### config.mk
export PLATFORM = sky130hd
export DESIGN_NAME = mlp_mac_cell
export DESIGN_NICKNAME = d
export VERILOG_FILES = /design/src/mlp_pkg.sv /design/src/mlp_mac_cell.sv
export SDC_FILE = /design/constraint.sdc
export NUM_CORES = 1
export LEC_CHECK = 0
export ABC_AREA = 1
export CAP_MARGIN = 0
export CORE_MARGIN = 1
export CORE_UTILIZATION = 35
export DETAILED_ROUTE_END_ITERATION = 16
export DONT_BUFFER_PORTS = 1
export PLACE_DENSITY = 0.59
export SYNTH_ARGS = -nofsm -noshare
export SYNTH_HDL_FRONTEND = slang
export SYNTH_SLANG_ARGS = --single-unit
### constraint.sdc
create_clock -name clk -period 6.5 [get_ports clk]
set_input_delay 0.325 -clock clk [delete_from_list [all_inputs] [get_ports clk]]
set_output_delay 0.325 -clock clk [all_outputs]
set_load 0.02 [all_outputs]
### src/mlp_pkg.sv
// Package: weights, biases, sigmoid table and shared types for the perceptron.
`default_nettype none
package mlp_pkg;
  localparam int NIn  = 6;
  localparam int NHid = 4;
  localparam int NOut = 3;
  localparam int AccW = 40;

  typedef logic signed [15:0] w_t;
  typedef logic signed [AccW-1:0] acc_t;

  function automatic w_t w_hid(input int i, input int j);
    w_t t [0:5][0:3];
    t[0] = '{16'sd12408, -16'sd6561, -16'sd1484, -16'sd10099};
    t[1] = '{16'sd1689, -16'sd2068, -16'sd3138, -16'sd5588};
    t[2] = '{16'sd7419, -16'sd643, -16'sd2043, 16'sd110};
    t[3] = '{16'sd21228, -16'sd5512, -16'sd11514, -16'sd7218};
    t[4] = '{16'sd17922, -16'sd8046, -16'sd567, -16'sd6168};
    t[5] = '{16'sd13592, -16'sd6950, -16'sd510, -16'sd4235};
    return t[i][j];
  endfunction

  function automatic w_t b_hid(input int j);
    w_t t [0:3];
    t = '{16'sd9467, -16'sd878, 16'sd4909, 16'sd2159};
    return t[j];
  endfunction

  function automatic w_t w_out(input int j, input int k);
    w_t t [0:3][0:2];
    t[0] = '{16'sd12021, 16'sd4938, -16'sd17799};
    t[1] = '{16'sd18474, -16'sd28674, 16'sd3722};
    t[2] = '{-16'sd9818, 16'sd1532, 16'sd22303};
    t[3] = '{-16'sd18106, 16'sd31813, -16'sd14282};
    return t[j][k];
  endfunction

  function automatic w_t b_out(input int k);
    w_t t [0:2];
    t = '{-16'sd3289, -16'sd9393, -16'sd2389};
    return t[k];
  endfunction

  function automatic logic [15:0] sig_tab(input logic [4:0] k);
    logic [15:0] r;
    case (k)
      5'd0: r = 16'd32768;  5'd1: r = 16'd40793;  5'd2: r = 16'd47911;
      5'd3: r = 16'd53581;  5'd4: r = 16'd57724;  5'd5: r = 16'd60565;
      5'd6: r = 16'd62428;  5'd7: r = 16'd63615;  5'd8: r = 16'd64357;
      5'd9: r = 16'd64816;  5'd10: r = 16'd65097; 5'd11: r = 16'd65269;
      5'd12: r = 16'd65374; 5'd13: r = 16'd65438; 5'd14: r = 16'd65476;
      5'd15: r = 16'd65500; default: r = 16'd65514;
    endcase
    return r;
  endfunction
endpackage
`default_nettype wire

### src/mlp_mac_cell.sv
// One multiply-accumulate cell: adds weight times operand to a passing partial sum.
`default_nettype none
module mlp_mac_cell (
  input  wire logic                      clk,
  input  wire logic signed [16:0]        x,
  input  wire logic signed [15:0]        w,
  input  wire mlp_pkg::acc_t             acc,
  output mlp_pkg::acc_t                  acc_q
);
  logic signed [32:0] prod;
  assign prod = x * w;
  always_ff @(posedge clk) begin
    acc_q <= acc + mlp_pkg::acc_t'(prod);
  end
endmodule
`default_nettype wire

==> flow_summary.json, run 1 <==
{
  "gr-usage-met1_pct": 23.8,
  "dpl.hpwl_mm": 33.7,
  "max_slew.worst_pin.slew_ps": 944,
  "gp_congestion": 0.880,
  "ys.flop_type": "dfxtp_1",
  "io_pins": 114,
  "synth-edff-count": 0,
  "syn_inst": 1925,
  "cts_sinks": 40,
  "grt_util_met3_pct": 2.81,
  "largest_register": "acc_q",
  "cts-resized-gates": 0,
  "yosysWarnings": 0,
  "grtUsageTotal_pct": 18.9,
  "clockBufferDepth": 2,
  "cts_tree": "done",
  "grtUsageMet2_pct": 33.6,
  "synth_fp_nets": 2455,
  "max_stage_delay_ps": 730,
  "critical_path.cell_chain": "nand2_1 -> inv_1 -> fa_1 -> inv_1 -> fa_1 -> inv_1 -> fa_1 -> inv_1 -> fa_1 -> fa_1 -> fa_1 -> inv_1 -> ha_1 -> nand2_1 -> nor2_1 -> nand2_1 -> nor2_1 -> nand3_1 -> nand4_1 -> nand2_1",
  "grt_pass1_vias": 12300,
  "yosysTopAreaCellShare_pct": 46.2,
  "finalSetupTns_ps": 0,
  "gr-max-usage-layer": "met2",
  "routedWlPerCell_um": 15.8,
  "fin_crit_ps": 5690,
  "largest_reg_flops": 40,
  "first_pass_iters": 5,
  "postLayoutCoreUtil_pct": 37.4,
  "yosysMostFrequentCell": "inv_1",
  "fin_crit_sh_pct": 87.5,
  "die_w_um": 207,
  "min_path_type": "in -> reg",
  "via_count": 10900,
  "hold_viol": 0,
  "relSlewSlack_pct": 37.0,
  "slew_violations": 0,
  "detail-route-antenna-nets": 0,
  "coreArea_sq_um": 41200,
  "crit_slowest_cell": "fa_1",
  "drtIter0Drc": 579,
  "grt_pass1_wl_mm": 64.3,
  "start_util_pct": 35.9,
  "grt_max_degree": 24,
  "htree_levels": 2,
  "design_area_sq_um": 15400,
  "cts_made_buffers": 5,
  "route.detailed.drc": 0,
  "yosysTopAreaCell": "fa_1",
  "synth_common_cells": "inv_1, nand2_1, fa_1",
  "synth_area_leaders": "fa_1, inv_1, nand2_1",
  "dp.cells": 2396,
  "top_regs": "acc_q (40)",
  "syn_avg_cell_area_sq_um": 7.68,
  "hold_buffers": 0,
  "drive_gt1_share_pct": 1.76,
  "ys_types": 26,
  "cp-start-kind": "input port",
  "synth_seq_cells": 40,
  "syn_area_sq_um": 14800,
  "fin_cells": 2405,
  "critPathKind": "in -> reg",
  "required_ps": 6690,
  "via_per_inst": 4.54,
  "routed_wl_mm": 37.9,
  "cap_viol_max_count": 0,
  "status": "complete, no violations",
  "grt_remaining_overflow": 0,
  "cpMostUsedCell": "fa_1",
  "max_freq_mhz": 176,
  "worst_setup_path_end_kind": "flip-flop",
  "antenna_found_initial": 1,
  "grt_setup_unrepaired": "no",
  "cts_root_buf": "clkbuf_16",
  "syn2layout_area_growth_pct": 4.17,
  "crit_fanout": 17,
  "setup_violations": 0,
  "die_h_um": 207,
  "min_path_cells": 1,
  "fillers": 4283,
  "yosysSeqAreaShare_pct": 5.42,
  "critPathArrivalTime_ps": 5880,
  "cts_setup_buffers": 0,
  "port_buffers": 0,
  "nets": 2401,
  "clk_pin_slew_ps": 70,
  "async_reset_ff_share_pct": 0,
  "die-area_sq_um": 43000,
  "place_area_sq_um": 15200,
  "row_count": 74
}
## worst paths after layout
| path | start | to | slack (ps) |
|---|---|---|---|
| worst max-delay path | x[16] | acc_q[36] | 810 |
| worst min-delay path | acc[0] | acc_q[0] | 170 |
## per-layer routing
layer	vias to the layer above	part of all wire (%)
li1	5218	-
met5	-	0
met1	5376	42
met2	269	50
met3	54	5.9
met4	0	2.4
## worst max-delay path: cells and delay by family
family / cells / cell delay [ps]
fa+ha+maj: 7 / 3880
simple gates: 8 / 1090
buf+inv: 5 / 560
## per-stage QoR
step                setup slack, ps  hold WS [ps]
global placement                632           462
CTS                             844           170
detailed placement              547           468
floorplan                       902           455
global route                    413           164
finish                          812           168
## cell type report
| class | instances | area [sq um] | share of cell area [%] |
|---|---|---|---|
| Multi-Input combinational cell | 1197 | 11400 | 74.0 |
| Inverter | 625 | 2350 | 15.2 |
| Sequential cell | 40 | 801 | 5.20 |
| Tap cell | 532 | 666 | 4.32 |
| Clock buffer | 5 | 125 | 0.813 |
| Clock inverter | 3 | 46.3 | 0.301 |
| Timing Repair Buffer | 2 | 15.0 | 0.0975 |
| Antenna cell | 1 | 2.50 | 0.0163 |
## cells in the final DEF (no fill, tap or decap)
cell type	count
ha_1	115
inv_6	1
or2_2	2
a21oi_1	25
inv_1	620
nand2_1	523
clkbuf_16	5
bufinv_16	1
xnor2_1	3
nand3_2	1
buf_4	2
dfxtp_1	40
o21ai_1	2
nor3_2	4
fa_1	341
nand4_1	8
nand3_1	41
nand2_2	7
o21ai_0	3
nor2_1	87
clkinvlp_4	1
nor2_4	4
xor2_1	19
inv_2	3
clkinv_1	2
o21a_1	1
diode_2	1
nor2_2	2
o21bai_1	9
## cell families (layout without fill, tap and decap cells)
family | count (synthesis) | count (layout) | share of synthesized area, %
AOI/OAI and AO/OA | 40 | 40 | 1.52
xor gates and xnor gates | 22 | 22 | 1.30
other | 0 | 1 | 0
adders and majority gates | 456 | 456 | 55.9
buffers and inverters | 688 | 635 | 17.5
and+or+nand+nor | 679 | 679 | 18.3
DFF | 40 | 40 | 5.42
Power of run 1 is left out: the tool's default activity adds up to more than one toggle a clock period on the data nets, which glitch-free logic cannot reach.
==> run 2, diff against run 1 <==
- clock period: 6.5 -> 6.54 ns (I/O delays scaled with it)
==> run 2 against run 1 <==
  * Design area about the same
  * Non-clock buffer count up 1
  * First-iteration DRC count down 1.4%
  * Core utilization about the same
  * Critical path type unchanged
  * Highest routed layer is now met5
==> flow_summary.json, run 2 (synthesis gave the netlist of run 1 again) <==
{
  "status": "complete, no violations",
  "routedWlPerCell_um": 15.7,
  "routed_wl_mm": 37.7,
  "cts_made_buffers": 5,
  "grt_pass1_wl_mm": 63.9,
  "top_regs": "acc_q (40)",
  "die-area_sq_um": 43000,
  "critical_path.cell_chain": "nand2_1 -> inv_1 -> fa_1 -> inv_1 -> fa_1 -> inv_1 -> fa_1 -> inv_1 -> fa_1 -> inv_1 -> fa_1 -> inv_1 -> fa_1 -> inv_1 -> ha_1 -> a21oi_1 -> nor2_1 -> nor2_1 -> nand2_1 -> a21oi_1 -> nand3_1 -> nand2_1 -> nand2_1",
  "hold_viol": 0,
  "die_h_um": 207,
  "relSlewSlack_pct": 39.5,
  "first_pass_iters": 5,
  "nets": 2402,
  "endpoint": "acc_q[36]",
  "route.met3.wl_mm": 1.69,
  "wl_met1_mm": 16.5,
  "final_cell_mix": "inv_1, nand2_1, fa_1, ha_1, nor2_1",
  "cts_sinks": 40,
  "antenna_found_initial": 1,
  "worstSetupStartpoint": "x[16]",
  "crit_fanout": 17,
  "io_pins": 114,
  "cpMostUsedCell": "inv_1",
  "grt_remaining_overflow": 0,
  "cts-resized-gates": 0,
  "pre_cts_ws_ps": 562,
  "port_buffers": 0,
  "cts_setup_buffers": 0,
  "largest_register": "acc_q",
  "dp.cells": 2397,
  "via_count": 10900,
  "drtIter0Drc": 571,
  "max_stage_delay_ps": 730,
  "grt_pass1_vias": 12200,
  "grtUsageTotal_pct": 18.7,
  "via_per_inst": 4.55,
  "coreArea_sq_um": 41200,
  "dpl.hpwl_mm": 33.7,
  "fin_crit_ps": 5730,
  "grt_max_degree": 24,
  "drive_gt1_share_pct": 1.82,
  "route.detailed.drc": 0,
  "cp-start-kind": "input port",
  "die_w_um": 207,
  "row_count": 74,
  "fin_cells": 2405,
  "max_freq_mhz": 175,
  "syn2layout_area_growth_pct": 4.20,
  "dr_wl_met2_mm": 19.1,
  "max_slew.worst_pin.slew_ps": 907,
  "setup_violations": 0,
  "clk_pin_slew_ps": 70,
  "critPathKind": "in -> reg",
  "fillers": 4322,
  "diodes": 0,
  "fin_crit_sh_pct": 87.6,
  "final_common_cell": "inv_1",
  "clockBufferDepth": 2,
  "cts_root_buf": "clkbuf_16",
  "largest_reg_flops": 40,
  "crit_slowest_cell": "fa_1",
  "finalWorstSetupSlack_ps": 813,
  "cap_viol_max_count": 0,
  "cts_tree": "done",
  "worst_setup_path_end_kind": "flip-flop",
  "critPathArrivalTime_ps": 5920,
  "start_util_pct": 35.9,
  "top_layer": "met5",
  "grt_setup_unrepaired": "no",
  "detail-route-antenna-nets": 0,
  "min_path_type": "in -> reg",
  "gp_congestion": 0.888,
  "slew_violations": 0,
  "finalSetupTns_ps": 0,
  "required_ps": 6740,
  "hold_buffers": 0,
  "htree_levels": 2
}
## run 2: changes by cell type in the layout (fill, tap and decap cells not counted), sizes merged
cell	delta
diode	-1
buf	+1
## run 2: per-stage QoR
step | hold WS [ps] | utilization, % | area, sq um
2_1_floorplan | 457 | - | 14800
3_3_place_gp | 464 | 37.0 | 15200
3_5_place_dp | 463 | 37.0 | 15200
4_1_cts | 164 | 37.4 | 15400
5_1_grt | 167 | 37.4 | 15400
6_report | 168 | 37.4 | 15400
## run 2: critical path, delay by kind of cell
family                     cells  cell delay, ps
buffers and inverters          7             680
AOI/OAI and AO/OA              2             450
adders and majority gates      7            3780
and+or+nand+nor                7             680
## run 2: final cells by class
| class | instances | area, sq um | share of cell area (%) |
|---|---|---|---|
| Sequential cell | 40 | 801 | 5.20 |
| Multi-Input combinational cell | 1197 | 11400 | 74.0 |
| Timing Repair Buffer | 3 | 22.5 | 0.146 |
| Clock inverter | 3 | 46.3 | 0.301 |
| Inverter | 625 | 2350 | 15.2 |
| Clock buffer | 5 | 125 | 0.813 |
| Tap cell | 532 | 666 | 4.32 |
## run 2: how the worst min path moves through the flow
| stage | start | end | slack, ps | cells past startpoint |
|---|---|---|---|---|
| 2_1_floorplan | acc[0] | acc_q[0] | 460 | 1 |
| 3_5_place_dp | acc[0] | acc_q[0] | 460 | 1 |
| 3_3_place_gp | acc[0] | acc_q[0] | 460 | 1 |
| 6_report | acc[0] | acc_q[0] | 170 | 1 |
| 4_1_cts | acc[0] | acc_q[0] | 160 | 1 |
| 5_1_grt | acc[0] | acc_q[0] | 170 | 1 |
## run 2: per-layer routing
metal / vias to the layer above / track usage (%)
met1: 5477 / 24.3
met2: 206 / 34.1
met4: 2 / 2.47
li1: 5219 / -
met5: - / 0
met3: 30 / 2.09
Power of run 2 is left out for the same reason.
==> run 3, diff against run 2 <==
- BUFFER_PORTS_ARGS: unset -> -buffer_cell sky130_fd_sc_hd__clkbuf_2
- CORE_ASPECT_RATIO: unset -> 0.75
- DONT_BUFFER_PORTS: 1 -> unset
- PLACE_DENSITY: 0.59 -> 0.61
==> run 3 against run 2 <==
  * Via count grew 6.2%
  * Core utilization grew 1.6 points
  * Design area grew 4.2%
  * Sequential share of layout area shrank 0.21 points
  * Clock-buffer cell count is the same
  * Highest routed layer is now met4
==> flow_summary.json, run 3 (synthesis gave the netlist of run 1 again) <==
{
  "crit_fanout": 17,
  "largest_register": "acc_q",
  "fin_crit_sh_pct": 90.4,
  "htree_levels": 2,
  "hp-start": "acc[0]",
  "max_freq_mhz": 169,
  "fin_crit_ps": 5910,
  "route.detailed.drc": 0,
  "cts-resized-gates": 0,
  "dpl.hpwl_mm": 34.6,
  "nets": 2525,
  "grt_pass1_wl_mm": 65.1,
  "grt_pass1_vias": 12300,
  "cp-start-kind": "input port",
  "via_count": 11600,
  "grt_max_degree": 18,
  "finalWorstSetupSlack_ps": 625,
  "relSlewSlack_pct": 62.6,
  "io_pins": 114,
  "drtIter0Drc": 779,
  "min_path_type": "in -> reg",
  "gp_congestion": 0.909,
  "cts_setup_buffers": 0,
  "grt_setup_unrepaired": "no",
  "top_regs": "acc_q (40)",
  "clk_pin_slew_ps": 70,
  "die_w_um": 239,
  "largest_reg_flops": 40,
  "max_slew.worst_pin.slew_ps": 557,
  "holdWs_ps": 250,
  "first_pass_iters": 6,
  "finalSetupTns_ps": 0,
  "cts_root_buf": "clkbuf_16",
  "final_common_cell": "inv_1",
  "clockBufferDepth": 2,
  "port_buffers": 113,
  "cap_viol_max_count": 0,
  "detail-route-antenna-nets": 0,
  "start_util_pct": 35.9,
  "routedWlPerCell_um": 15.2,
  "row_count": 64,
  "hold_viol": 0,
  "cts_sinks": 40,
  "worst_setup_path_end_kind": "flip-flop",
  "setup_violations": 0,
  "critPathKind": "in -> reg",
  "required_ps": 6720,
  "final_cell_mix": "inv_1, nand2_1, fa_1, ha_1, clkbuf_2",
  "min_path_cells": 2,
  "syn2layout_area_growth_pct": 8.61,
  "cts_tree": "done",
  "routed_wl_mm": 38.8,
  "cts_made_buffers": 5,
  "worstSetupStartpoint": "w[7]",
  "critPathArrivalTime_ps": 6090,
  "via_per_inst": 4.54,
  "slew_violations": 0,
  "grtUsageTotal_pct": 19.3,
  "pre_cts_ws_ps": 313,
  "status": "complete, no violations",
  "holdPathEnd": "acc_q[0]",
  "antenna_found_initial": 1,
  "grt_remaining_overflow": 0,
  "coreArea_sq_um": 41200,
  "die-area_sq_um": 43100,
  "hold_buffers": 0,
  "die_h_um": 180,
  "drive_gt1_share_pct": 7.87
}
## run 3: critical path, stage by stage
cell and delay, ps:
clkbuf_2 380, nand2_1 230, fa_1 650, inv_1 140, fa_1 500, inv_1 130, fa_1 580, inv_1 70
fa_1 600, inv_1 140, fa_1 500, inv_1 50, fa_1 430, ha_1 440, nand2_1 140, nor2_1 210
nand2_1 100, nor2_1 140, nand3_1 130, nand4_1 120, nand2_1 60
## run 3: worst max path at each step
| stage | end | slack (ps) | cells past startpoint |
|---|---|---|---|
| after floorplan | acc_q[39] | 940 | 25 |
| after global placement | acc_q[25] | 430 | 22 |
| after detailed placement | acc_q[38] | 310 | 21 |
| after CTS | acc_q[38] | 610 | 21 |
| after global routing | acc_q[38] | 290 | 21 |
| final | acc_q[39] | 630 | 21 |
## run 3: final cells by class
type                            instances  area, sq um
Clock inverter                          3         18.8
Fill cell                            4388        25100
Clock buffer                            5          125
Antenna cell                            1         2.50
Inverter                              625         2350
Multi-Input combinational cell       1197        11400
Timing Repair Buffer                  126          663
Sequential cell                        40          801
Tap cell                              561          702
## run 3: metrics by stage
step | cells | instance area [sq um] | utilization (%)
after floorplan | 1925 | 14800 | -
after global placement | 2549 | 15900 | 38.6
after detailed placement | 2549 | 15900 | 38.6
after CTS | 2557 | 16000 | 39.0
after global routing | 2558 | 16100 | 39.0
final | 2558 | 16100 | 39.0
## run 3: per-layer routing
| metal | GRT usage [%] | routed length [um] | up-vias |
|---|---|---|---|
| li1 | - | - | 5460 |
| met1 | 28.4 | 18500 | 5766 |
| met2 | 30.5 | 17100 | 360 |
| met3 | 3.18 | 2900 | 21 |
| met4 | 2.15 | 301 | 0 |
| met5 | 0 | 0 | - |
Power of run 3 is left out for the same reason.
